File: src/rtl/core/w26_pkg.sv
package w26_pkg;

  // Payload and frame geometry.
  localparam int unsigned PAYLOAD_BITS = 24;
  localparam int unsigned HALF_BITS    = PAYLOAD_BITS / 2;
  localparam int unsigned FRAME_W      = PAYLOAD_BITS + 2;
  localparam int unsigned BIT_SEL_W    = $clog2(FRAME_W);

  // Register field widths.
  localparam int unsigned FRAME_BITS_W = 6;
  localparam int unsigned PULSE_LEN_W  = 9;
  localparam int unsigned BIT_GAP_W    = 15;
  localparam int unsigned MSG_GAP_W    = 16;
  localparam int unsigned REPEAT_W     = 16;
  localparam int unsigned TIMER_W      = 16;
  localparam int unsigned CFG_IDX_W    = 3;
  localparam int unsigned CFG_DATA_W   = 16;

  // Result item width, padded to whole bytes.
  localparam int unsigned OUT_DATA_W   = 8;

  // Register map of the configuration port.
  typedef enum logic [CFG_IDX_W-1:0] {
    REG_FRAME_BITS = 3'd0,
    REG_PULSE_LEN  = 3'd1,
    REG_BIT_GAP    = 3'd2,
    REG_MSG_GAP    = 3'd3,
    REG_REPEAT     = 3'd4
  } reg_idx_t;

  typedef enum logic {
    KIND_TICK = 1'b0,
    KIND_LOAD = 1'b1
  } kind_t;

  // One classified item as it travels from the front queue to the back end.
  typedef struct packed {
    kind_t                kind;
    logic [FRAME_W-1:0]   frame;
  } entry_t;

endpackage

File: src/rtl/core/w26_front.sv
module w26_front
  import w26_pkg::*;
#(
  parameter int unsigned QDEPTH = 2
) (
  input  logic                    clk,
  input  logic                    rst_n,
  input  logic                    in_tvalid,
  output logic                    in_tready,
  input  logic [PAYLOAD_BITS-1:0] in_tdata,
  input  logic                    in_tuser,
  output logic                    q_valid,
  output entry_t                  q_entry,
  input  logic                    q_pop
);

  localparam int unsigned PTR_W = $clog2(QDEPTH);
  localparam int unsigned CNT_W = $clog2(QDEPTH + 1);

  entry_t             q_mem [QDEPTH];
  logic [PTR_W-1:0]   wr_ptr_r, wr_ptr_nxt;
  logic [PTR_W-1:0]   rd_ptr_r, rd_ptr_nxt;
  logic [CNT_W-1:0]   count_r, count_nxt;
  logic               push;
  entry_t             new_entry;
  logic               par_even;
  logic               par_odd;

  // The frame is built here, so the back end only selects stored bits.
  always_comb begin
    par_even = ^in_tdata[PAYLOAD_BITS-1:HALF_BITS];
    par_odd  = ~(^in_tdata[HALF_BITS-1:0]);
    new_entry.kind  = kind_t'(in_tuser);
    new_entry.frame = {par_even, in_tdata, par_odd};
  end

  assign in_tready = (count_r != CNT_W'(QDEPTH));
  assign push      = in_tvalid && in_tready;
  assign q_valid   = (count_r != '0);
  assign q_entry   = q_mem[rd_ptr_r];

  always_comb begin
    wr_ptr_nxt = wr_ptr_r;
    rd_ptr_nxt = rd_ptr_r;
    count_nxt  = count_r;
    if (push) begin
      wr_ptr_nxt = (wr_ptr_r == PTR_W'(QDEPTH - 1)) ? '0 : wr_ptr_r + 1'b1;
    end
    if (q_pop) begin
      rd_ptr_nxt = (rd_ptr_r == PTR_W'(QDEPTH - 1)) ? '0 : rd_ptr_r + 1'b1;
    end
    if (push && !q_pop) begin
      count_nxt = count_r + 1'b1;
    end else if (!push && q_pop) begin
      count_nxt = count_r - 1'b1;
    end
  end

  always_ff @(posedge clk) begin
    if (!rst_n) begin
      wr_ptr_r <= '0;
      rd_ptr_r <= '0;
      count_r  <= '0;
    end else begin
      wr_ptr_r <= wr_ptr_nxt;
      rd_ptr_r <= rd_ptr_nxt;
      count_r  <= count_nxt;
    end
  end

  always_ff @(posedge clk) begin
    if (push) begin
      q_mem[wr_ptr_r] <= new_entry;
    end
  end

  a_pop_needs_data: assert property (@(posedge clk) disable iff (!rst_n)
    q_pop |-> (count_r != '0))
    else $error("queue popped while empty");

endmodule

File: src/rtl/core/w26_back.sv
module w26_back
  import w26_pkg::*;
(
  input  logic                  clk,
  input  logic                  rst_n,
  input  logic                  cfg_we,
  input  logic [CFG_IDX_W-1:0]  cfg_index,
  input  logic [CFG_DATA_W-1:0] cfg_wdata,
  input  logic                  q_valid,
  input  entry_t                q_entry,
  output logic                  q_pop,
  output logic                  out_tvalid,
  input  logic                  out_tready,
  output logic [OUT_DATA_W-1:0] out_tdata
);

  typedef enum logic [1:0] {
    PH_IDLE   = 2'd0,
    PH_PULSE  = 2'd1,
    PH_BITGAP = 2'd2,
    PH_MSGGAP = 2'd3
  } phase_t;

  logic [FRAME_BITS_W-1:0] frame_bits_r;
  logic [PULSE_LEN_W-1:0]  pulse_len_r;
  logic [BIT_GAP_W-1:0]    bit_gap_r;
  logic [MSG_GAP_W-1:0]    msg_gap_r;
  logic [REPEAT_W-1:0]     repeat_count_r;

  phase_t                  phase_r, phase_nxt;
  logic [FRAME_W-1:0]      frame_r, frame_nxt;
  logic [FRAME_BITS_W-1:0] bit_index_r, bit_index_nxt;
  logic [TIMER_W-1:0]      tick_timer_r, tick_timer_nxt;
  logic [REPEAT_W-1:0]     repeats_left_r, repeats_left_nxt;
  logic                    out_tvalid_r, out_tvalid_nxt;
  logic [OUT_DATA_W-1:0]   out_tdata_r, out_tdata_nxt;

  logic [TIMER_W-1:0]      pulse_ticks, gap_ticks, msg_ticks;
  phase_t                  sf_phase;
  logic [TIMER_W-1:0]      sf_timer;
  logic [FRAME_BITS_W-1:0] sf_index;
  logic                    cur_bit;
  logic                    take;
  logic                    d0, d1, busy, done, rej;

  // Configuration registers.
  always_ff @(posedge clk) begin
    if (!rst_n) begin
      frame_bits_r   <= FRAME_BITS_W'(26);
      pulse_len_r    <= PULSE_LEN_W'(100);
      bit_gap_r      <= BIT_GAP_W'(1000);
      msg_gap_r      <= MSG_GAP_W'(20000);
      repeat_count_r <= REPEAT_W'(1);
    end else if (cfg_we) begin
      unique case (cfg_index)
        REG_FRAME_BITS: frame_bits_r   <= cfg_wdata[FRAME_BITS_W-1:0];
        REG_PULSE_LEN:  pulse_len_r    <= cfg_wdata[PULSE_LEN_W-1:0];
        REG_BIT_GAP:    bit_gap_r      <= cfg_wdata[BIT_GAP_W-1:0];
        REG_MSG_GAP:    msg_gap_r      <= cfg_wdata[MSG_GAP_W-1:0];
        REG_REPEAT:     repeat_count_r <= cfg_wdata[REPEAT_W-1:0];
        default: ;
      endcase
    end
  end

  // A zero duration lasts one tick.
  always_comb begin
    pulse_ticks = (pulse_len_r == '0) ? TIMER_W'(1) : TIMER_W'(pulse_len_r);
    gap_ticks   = (bit_gap_r == '0)   ? TIMER_W'(1) : TIMER_W'(bit_gap_r);
    msg_ticks   = (msg_gap_r == '0)   ? TIMER_W'(1) : TIMER_W'(msg_gap_r);
    if (frame_bits_r == '0) begin
      sf_phase = PH_MSGGAP;
      sf_timer = msg_ticks;
      sf_index = bit_index_r;
    end else begin
      sf_phase = PH_PULSE;
      sf_timer = pulse_ticks;
      sf_index = frame_bits_r - 1'b1;
    end
  end

  // Bits above the built frame are zero.
  assign cur_bit = (bit_index_r < FRAME_BITS_W'(FRAME_W)) ?
                   frame_r[bit_index_r[BIT_SEL_W-1:0]] : 1'b0;

  assign take = q_valid && (!out_tvalid_r || out_tready);

  always_comb begin
    phase_nxt        = phase_r;
    frame_nxt        = frame_r;
    bit_index_nxt    = bit_index_r;
    tick_timer_nxt   = tick_timer_r;
    repeats_left_nxt = repeats_left_r;
    d0   = 1'b1;
    d1   = 1'b1;
    busy = 1'b0;
    done = 1'b0;
    rej  = 1'b0;
    if (phase_r == PH_PULSE) begin
      d0 = cur_bit;
      d1 = ~cur_bit;
    end
    if (q_entry.kind == KIND_LOAD) begin
      busy = 1'b1;
      if (phase_r != PH_IDLE) begin
        rej = 1'b1;
      end else begin
        frame_nxt        = q_entry.frame;
        repeats_left_nxt = (repeat_count_r == '0) ? REPEAT_W'(1) : repeat_count_r;
        phase_nxt        = sf_phase;
        tick_timer_nxt   = sf_timer;
        bit_index_nxt    = sf_index;
      end
    end else if (phase_r != PH_IDLE) begin
      busy = 1'b1;
      if (tick_timer_r > TIMER_W'(1)) begin
        tick_timer_nxt = tick_timer_r - 1'b1;
      end else begin
        unique case (phase_r)
          PH_PULSE: begin
            phase_nxt      = PH_BITGAP;
            tick_timer_nxt = gap_ticks;
          end
          PH_BITGAP: begin
            if (bit_index_r != '0) begin
              bit_index_nxt  = bit_index_r - 1'b1;
              phase_nxt      = PH_PULSE;
              tick_timer_nxt = pulse_ticks;
            end else begin
              phase_nxt      = PH_MSGGAP;
              tick_timer_nxt = msg_ticks;
            end
          end
          PH_MSGGAP: begin
            if (repeats_left_r > REPEAT_W'(1)) begin
              repeats_left_nxt = repeats_left_r - 1'b1;
              phase_nxt        = sf_phase;
              tick_timer_nxt   = sf_timer;
              bit_index_nxt    = sf_index;
            end else begin
              repeats_left_nxt = '0;
              phase_nxt        = PH_IDLE;
              tick_timer_nxt   = '0;
              bit_index_nxt    = '0;
              done             = 1'b1;
            end
          end
          default: ;
        endcase
      end
    end

    out_tvalid_nxt = out_tvalid_r;
    out_tdata_nxt  = out_tdata_r;
    if (take) begin
      out_tvalid_nxt = 1'b1;
      out_tdata_nxt  = {3'b000, rej, done, busy, d1, d0};
    end else if (out_tready) begin
      out_tvalid_nxt = 1'b0;
    end
  end

  always_ff @(posedge clk) begin
    if (!rst_n) begin
      phase_r        <= PH_IDLE;
      bit_index_r    <= '0;
      tick_timer_r   <= '0;
      repeats_left_r <= '0;
      out_tvalid_r   <= 1'b0;
    end else begin
      if (take) begin
        phase_r        <= phase_nxt;
        bit_index_r    <= bit_index_nxt;
        tick_timer_r   <= tick_timer_nxt;
        repeats_left_r <= repeats_left_nxt;
      end
      out_tvalid_r <= out_tvalid_nxt;
    end
  end

  always_ff @(posedge clk) begin
    if (take) begin
      frame_r     <= frame_nxt;
      out_tdata_r <= out_tdata_nxt;
    end
  end

  assign q_pop      = take;
  assign out_tvalid = out_tvalid_r;
  assign out_tdata  = out_tdata_r;

  a_idle_clean: assert property (@(posedge clk) disable iff (!rst_n)
    (phase_r == PH_IDLE) |-> (tick_timer_r == '0 && repeats_left_r == '0))
    else $error("idle with live timer or repeat count");

  a_active_timer: assert property (@(posedge clk) disable iff (!rst_n)
    (phase_r != PH_IDLE) |-> (tick_timer_r != '0 && repeats_left_r != '0))
    else $error("active phase with empty timer or repeat count");

  a_flags_busy: assert property (@(posedge clk) disable iff (!rst_n)
    (out_tvalid_r && (out_tdata_r[3] || out_tdata_r[4])) |-> out_tdata_r[2])
    else $error("done or rejected flagged without busy");

  a_done_to_idle: assert property (@(posedge clk) disable iff (!rst_n)
    (take && done) |=> (phase_r == PH_IDLE))
    else $error("done reported but send still active");

endmodule

File: src/rtl/core/wiegand26_pulse_transmitter_top.sv
// Channel | Direction | Handshake            | Contents
// in_     | input     | in_tvalid/in_tready  | tuser: action, tdata: payload
// out_    | output    | out_tvalid/out_tready| tdata: line levels and status flags
// cfg_    | input     | cfg_we (no wait)     | cfg_index selects, cfg_wdata value
//
// One item is taken every clock cycle when the result side keeps up; a tick
// item advances the transmit state by one tick, a load starts a send if idle.
// An accepted item is stored in the front queue, and its result is then
// computed and registered in the result register.
// Reset (rst_n low at a clock edge) empties the queue, drops any pending
// result, returns the sender to idle and loads the register defaults.
module wiegand26_pulse_transmitter_top
  import w26_pkg::*;
#(
  parameter int unsigned QDEPTH = 2
) (
  input  logic                    clk,
  input  logic                    rst_n,
  // Input items.
  input  logic                    in_tvalid,
  output logic                    in_tready,
  input  logic [PAYLOAD_BITS-1:0] in_tdata,   // [23:0] payload
  input  logic                    in_tuser,   // [0] action: 0 tick, 1 load
  // Result items. A stalled result side fills the queue; in_tready falls
  // only when it is full.
  output logic                    out_tvalid,
  input  logic                    out_tready,
  output logic [OUT_DATA_W-1:0]   out_tdata,  // [0] data0_line, [1] data1_line,
                                              // [2] busy_res, [3] done_res,
                                              // [4] rejected, [7:5] zero
  // Configuration writes.
  input  logic                    cfg_we,
  input  logic [CFG_IDX_W-1:0]    cfg_index,
  input  logic [CFG_DATA_W-1:0]   cfg_wdata
);

  logic   q_valid;
  logic   q_pop;
  entry_t q_entry;

  // The front end classifies each item and precomputes the parity-framed
  // word, so the back end sees ready-made frames.
  w26_front #(
    .QDEPTH (QDEPTH)
  ) u_front (
    .clk       (clk),
    .rst_n     (rst_n),
    .in_tvalid (in_tvalid),
    .in_tready (in_tready),
    .in_tdata  (in_tdata),
    .in_tuser  (in_tuser),
    .q_valid   (q_valid),
    .q_entry   (q_entry),
    .q_pop     (q_pop)
  );

  // The back end runs the pulse, bit-gap and message-gap sequencer and
  // holds the result register.
  w26_back u_back (
    .clk        (clk),
    .rst_n      (rst_n),
    .cfg_we     (cfg_we),
    .cfg_index  (cfg_index),
    .cfg_wdata  (cfg_wdata),
    .q_valid    (q_valid),
    .q_entry    (q_entry),
    .q_pop      (q_pop),
    .out_tvalid (out_tvalid),
    .out_tready (out_tready),
    .out_tdata  (out_tdata)
  );

endmodule
File: config.mk
export PLATFORM = sky130hd
export DESIGN_NAME = wiegand26_pulse_transmitter_top
export DESIGN_NICKNAME = d
export VERILOG_FILES = /design/src/rtl/core/w26_pkg.sv /design/src/rtl/core/w26_front.sv /design/src/rtl/core/w26_back.sv /design/src/rtl/core/wiegand26_pulse_transmitter_top.sv
export SDC_FILE = /design/constraint.sdc
export NUM_CORES = 1
export LEC_CHECK = 0
export BUFFER_PORTS_ARGS = -buffer_cell sky130_fd_sc_hd__buf_2
export CAP_MARGIN = 20
export CORE_MARGIN = 4
export CORE_UTILIZATION = 55
export DETAILED_ROUTE_END_ITERATION = 16
export PLACE_DENSITY = 0.73
export SKIP_CTS_REPAIR_TIMING = 1
export SYNTH_ARGS = -nofsm -noshare
export SYNTH_HDL_FRONTEND = slang
export SYNTH_SLANG_ARGS = --single-unit
File: constraint.sdc
create_clock -name clk -period 7.35 [get_ports clk]
set_input_delay 0.3675 -clock clk [delete_from_list [all_inputs] [get_ports clk]]
set_output_delay 0.3675 -clock clk [all_outputs]
set_load 0.03 [all_outputs]
Word level (Yosys, flattened, before mapping)
Memories as Yosys holds them, arrays and structs flattened. A register that Yosys moved wholly into a read port is not among the register bits.
Index checks and enable logic that the tools add are counted.
{ "totals": {"reg_bits": 138, "inputBits": 49, "ram_bits": 54, "memories": 1, "output_inout_bits": 10, "elab_cells": 132} }
{ "op_classes": {"n_addsub": 8, "bitwise_logic": 4, "n_lt_le_gt_ge": 4, "reduce_logical": 37, "n_eq_ne": 11, "n_mux": 49} }
{ "mem_list": {"columns": ["name", "depth", "word_bits", "rd", "rd_clocked_by_memory_dff", "wr", "line", "rtl"], "rows": [
  ["u_front.q_mem", 2, 27, 1, 1, 1, "w26_front.sv:20", "entry_t q_mem [QDEPTH];"]
]} }
{ "ops": {"columns": ["operator", "n"], "rows": [
  ["$mux W16", 15],
  ["$pmux W16 S3", 1],
  ["$mux W6", 7],
  ["$gt A16 B1 Y1 const B", 2],
  ["$logic_not A16 Y1", 2],
  ["$sub A16 B1 Y16 const B", 2],
  ["$reduce_xor A12 Y1", 2],
  ["$mux W2", 9],
  ["$logic_not A15 Y1", 1],
  ["$mux W15", 1],
  ["$mux W1", 12],
  ["$pmux W6 S2", 1],
  ["$reduce_bool A2 Y1", 6],
  ["$sub A6 B1 Y6 const B", 2],
  ["$reduce_and A2 Y1", 5],
  ["$reduce_and A5 Y1", 2],
  ["$logic_not A9 Y1", 1],
  ["$mux W9", 1],
  ["$eq A3 B2 Y1 const B", 2],
  ["$logic_not A6 Y1", 1],
  ["$lt A5 B6 Y1 const B", 1],
  ["$lt A6 B5 Y1 const B", 1],
  ["$ne A2 B2 Y1 const B", 3],
  ["$pmux W2 S3", 1],
  ["22 further kinds", 32]
]} }

Longest topological paths before layout
{ "logic_depth": {"ltp_word": 8, "depth_mapped": 12, "ltp_nobuf": 9} }

Modules after synthesis
From an unflattened synthesis, not the netlist that was laid out.
{ "unflattened": {"cells_unflattened": 953, "hier_area_um2": 9400.3} }
{ "modules_own_cells": {"columns": ["mod", "cells_each", "area_each_um2", "seq_area_each_um2", "instances"], "rows": [
  ["w26_back", 824, 7031.7, 2992.9, 1],
  ["w26_front", 129, 2368.5, 1721.7, 1]
]} }

Worst setup path after synthesis
OpenSTA, ideal clock, no wires.
{ "synth_timing": {"path_kind": "register to register", "from": "register with a tool-made name", "to": "register u_back.tick_timer_r[7]", "setup_slack_ns": 4.322, "path_stages_with_launch": 13, "required_ns": 7.234, "n_path_buf": 5, "period_less_slack_ns": 3.028, "setup_ns": 0.116, "t_arrival_ns": 2.912, "cell_sequence": "dfxtp_1 -> clkbuf_1 -> mux2i_1 -> clkinv_1 -> clkbuf_1 -> clkbuf_1 -> ha_1 -> nor4_1 -> o21a_1 -> buf_6 -> buf_6 -> o221ai_1 -> o211a_1"} }
{ "synth_rtl": {"columns": ["item", "line", "rtl"], "rows": [
  ["end signal: assignment", "w26_back.sv:174", "tick_timer_r <= tick_timer_nxt;"],
  ["end: declaration", "w26_back.sv:33", "logic [TIMER_W-1:0] tick_timer_r, tick_timer_nxt;"]
]} }

==> impl_metrics.env <==
export IMPL_outcome="complete, no violations"
export IMPL_worst_pin_slew_ns=1.11
export IMPL_yosysSeqAreaShare_pct=50.4
export IMPL_p_clk_share_pct=22.5
export IMPL_worstPathMaxFanout=32
export IMPL_finalMaxSlewViolations=0
export IMPL_rows=47
export IMPL_routed_via_density=6.09
export IMPL_yosysUniqueCellTypes=70
export IMPL_area_growth_pct=10.7
export IMPL_nets=1046
export IMPL_end_kind="flip-flop"
export IMPL_clock_sinks=193
export IMPL_die_x_um=138
export IMPL_timing_hold_violations_final=0
export IMPL_power_density_nw_per_um2=407
export IMPL_grt_max_degree=71
export IMPL_grt_first_pass_wirelength_mm=36.9
export IMPL_min_period_ns=3.63
export IMPL_portBuffers=55
export IMPL_grt_usage_pct=23.9
export IMPL_drive_above_1_share_pct=15.3
export IMPL_peakVddDrop_v=0.000261
export IMPL_route_vias_total=7409
export IMPL_r2r_slack_ns=3.72
export IMPL_arrival_ns=4.02
export IMPL_cap_viol_max_count=0
export IMPL_clk_insertion_delay_late_ns=0.45
export IMPL_die_area_um2=19100
export IMPL_numCtsBuffers=17
export IMPL_tns_ns=0
export IMPL_grt_pass1_vias=7080
export IMPL_drc=0
export IMPL_p_switching_uw=1680
export IMPL_totalPowerFinal_uw=4210
export IMPL_rsz0062_at_grt="false"
export IMPL_critPathKind="flip-flop to flip-flop"
export IMPL_wl_mm=23.1
export IMPL_skew_ns=0.0113
export IMPL_ys_async_sr_fraction_pct=0
export IMPL_synth_area_um2=9350
export IMPL_ys_flop_type="dfxtp_1"
export IMPL_antenna_found_initial=0
export IMPL_gr_total_overflow=0
export IMPL_synth_edff_count=85
export IMPL_crit_required_ns=7.74
export IMPL_core_area_um2=16600
export IMPL_max_slew_margin_pct=26.0
export IMPL_p_leak_uw=0.00381
export IMPL_yosys_warnings=0
export IMPL_tritoncts="yes"
export IMPL_swShare_pct=40.0
export IMPL_dr_pass1_iters=5
export IMPL_crit_end="u_back.tick_timer_r[1]$_SDFFE_PN0P_"
export IMPL_hold_slack_ns=0.115
export IMPL_wl_per_cell_um=19.0
export IMPL_die_height_um=138
export IMPL_clk_path_buf_depth=2
export IMPL_p_int_uw=2530
export IMPL_dpl_hpwl_mm=15.6
export IMPL_hp_class="input pin to flip-flop"
export IMPL_start_util_pct=56.2
export IMPL_setup_viol=0
export IMPL_num_io_pins=59
export IMPL_power_frac_comb_pct=42.1
export IMPL_ff2ff_path_depth=10
export IMPL_ys_seq_elements=193
export IMPL_detail_route_antenna_nets=0
export IMPL_cts_clk_slew_worst_paths_ns=0.08
export IMPL_fmax_mhz=275
export IMPL_r2r_end="u_back.tick_timer_r[1]$_SDFFE_PN0P_"
export IMPL_synth_cells=955
export IMPL_drt_iter0_markers=756
export IMPL_critPathLaunchType="flip-flop"
export IMPL_avgSynthCellArea_um2=9.79
export IMPL_final_cell_mix="158 x nand2_1, 108 x dfxtp_1, 88 x a21oi_1"
export IMPL_clock_tree_root_cell="clkbuf_16"
export IMPL_antenna_cells=0
export IMPL_layout_cells_most_common="nand2_1"
export IMPL_seq_power_share_pct=35.4
export IMPL_fin_crit_sh_pct=49.4
export IMPL_htree_num_levels=4
export IMPL_finalWeightedCongestion=0.962
==> area by class of cell <==
| cell class | count | area, um2 |
|---|---|---|
| fill | 1355 | 6290 |
| sequential | 193 | 4710 |
| tap | 220 | 275 |
| timing repair buffer | 65 | 370 |
| inverter | 29 | 109 |
| clock inverter | 15 | 179 |
| clock buffer | 17 | 425 |
| multi-input combinational | 677 | 4280 |
==> per-stage QoR <==
step           setup WS, ns  cells  utilization (%)  cell area, um2
3_5_place_dp           3.78   1183             58.4            9720
3_3_place_gp           3.97   1182             58.4            9710
6_report               3.72   1216             62.2           10400
5_1_grt                3.41   1216             62.2           10400
2_1_floorplan          4.32    957                -            9360
4_1_cts                3.76   1215             62.0           10300
==> sequential cells by signal, indices dropped and copies added (netlist names), named ones only <==
register	flops
u_back.bit_gap_r	15
u_back.bit_index_r	6
u_back.frame_bits_r	6
u_back.frame_r	26
u_back.msg_gap_r	16
u_back.out_tdata	5
u_back.out_tvalid	1
u_back.phase_r	2
u_back.pulse_len_r	9
u_back.repeat_count_r	16
u_back.repeats_left_r	16
u_back.tick_timer_r	16
u_front.count_r	2
u_front.q_mem	54
u_front.rd_ptr_r	1
u_front.wr_ptr_r	1
==> logic make-up after synthesis <==
| family | after synthesis | synth area share, % |
|---|---|---|
| AND/OR/NAND/NOR | 342 | 17.1 |
| AO/OA/AOI/OAI | 226 | 16.0 |
| flip-flops | 193 | 50.4 |
| buffers and inverters | 87 | 3.93 |
| multiplexers | 48 | 6.46 |
| XOR/XNOR | 44 | 4.12 |
| adder cells (fa/ha/maj) | 14 | 1.87 |
| other | 1 | 0.0401 |
==> worst min-delay path by stage <==
stage | startpoint | end | slack (ns) | depth (start not counted)
global placement | u_back.pulse_len_r[0]$_SDFFE_PN0P_ | u_back.pulse_len_r[0]$_SDFFE_PN0P_ | 0.46 | 2
finish | in_tuser | u_front.q_mem[1][26]$_DFFE_PP_ | 0.11 | 1
CTS | in_tuser | u_front.q_mem[1][26]$_DFFE_PP_ | 0.11 | 1
global route | in_tdata[18] | u_front.q_mem[1][19]$_DFFE_PP_ | 0.11 | 1
detailed placement | u_back.pulse_len_r[0]$_SDFFE_PN0P_ | u_back.pulse_len_r[0]$_SDFFE_PN0P_ | 0.46 | 2
floorplan | u_back.msg_gap_r[0]$_SDFFE_PN0P_ | u_back.msg_gap_r[0]$_SDFFE_PN0P_ | 0.44 | 2
==> critical path: stages (launching register included) <==
cell,delay [ns]
dfxtp_1,0.31
buf_4,0.33
mux2i_2,0.25
buf_4,0.34
clkinv_1,0.15
ha_1,0.22
nor4_1,0.51
o21a_1,0.73
nand2_1,0.30
o31ai_1,0.30
a21o_1,0.11
==> cell usage after synthesis, types with 12 or more instances <==
library cell | number | area, um2
nand2_1 | 158 | 593
dfxtp_1 | 108 | 2160
a21oi_1 | 88 | 440
edfxtp_1 | 85 | 2550
nor2_1 | 55 | 206
clkbuf_1 | 41 | 154
nand3_1 | 35 | 175
xnor2_1 | 30 | 263
mux2_2 | 29 | 327
inv_1 | 28 | 105
nor3_1 | 23 | 115
o21ai_0 | 22 | 110
nor4_1 | 18 | 113
ha_1 | 14 | 175
xor2_1 | 14 | 123
a31oi_1 | 13 | 81.3
mux2i_1 | 12 | 120
==> power by group through the flow <==
stage | clock network [uW] | logic (uW) | registers (uW)
floorplan | 0 | 1370 | 1490
global placement | 0 | 1700 | 1510
finish | 947 | 1770 | 1490
CTS | 955 | 1740 | 1490
global route | 1000 | 1950 | 1510
detailed placement | 0 | 1720 | 1510
==> layer usage <==
metal	wire (um)	share of wire, %	track usage [%]
met1	9400	41	30.0
met2	11400	49	39.9
met3	1450	6.3	4.14
met4	821	3.6	11.9
met5	0	0	0
Power figures use the tool's default switching activity.
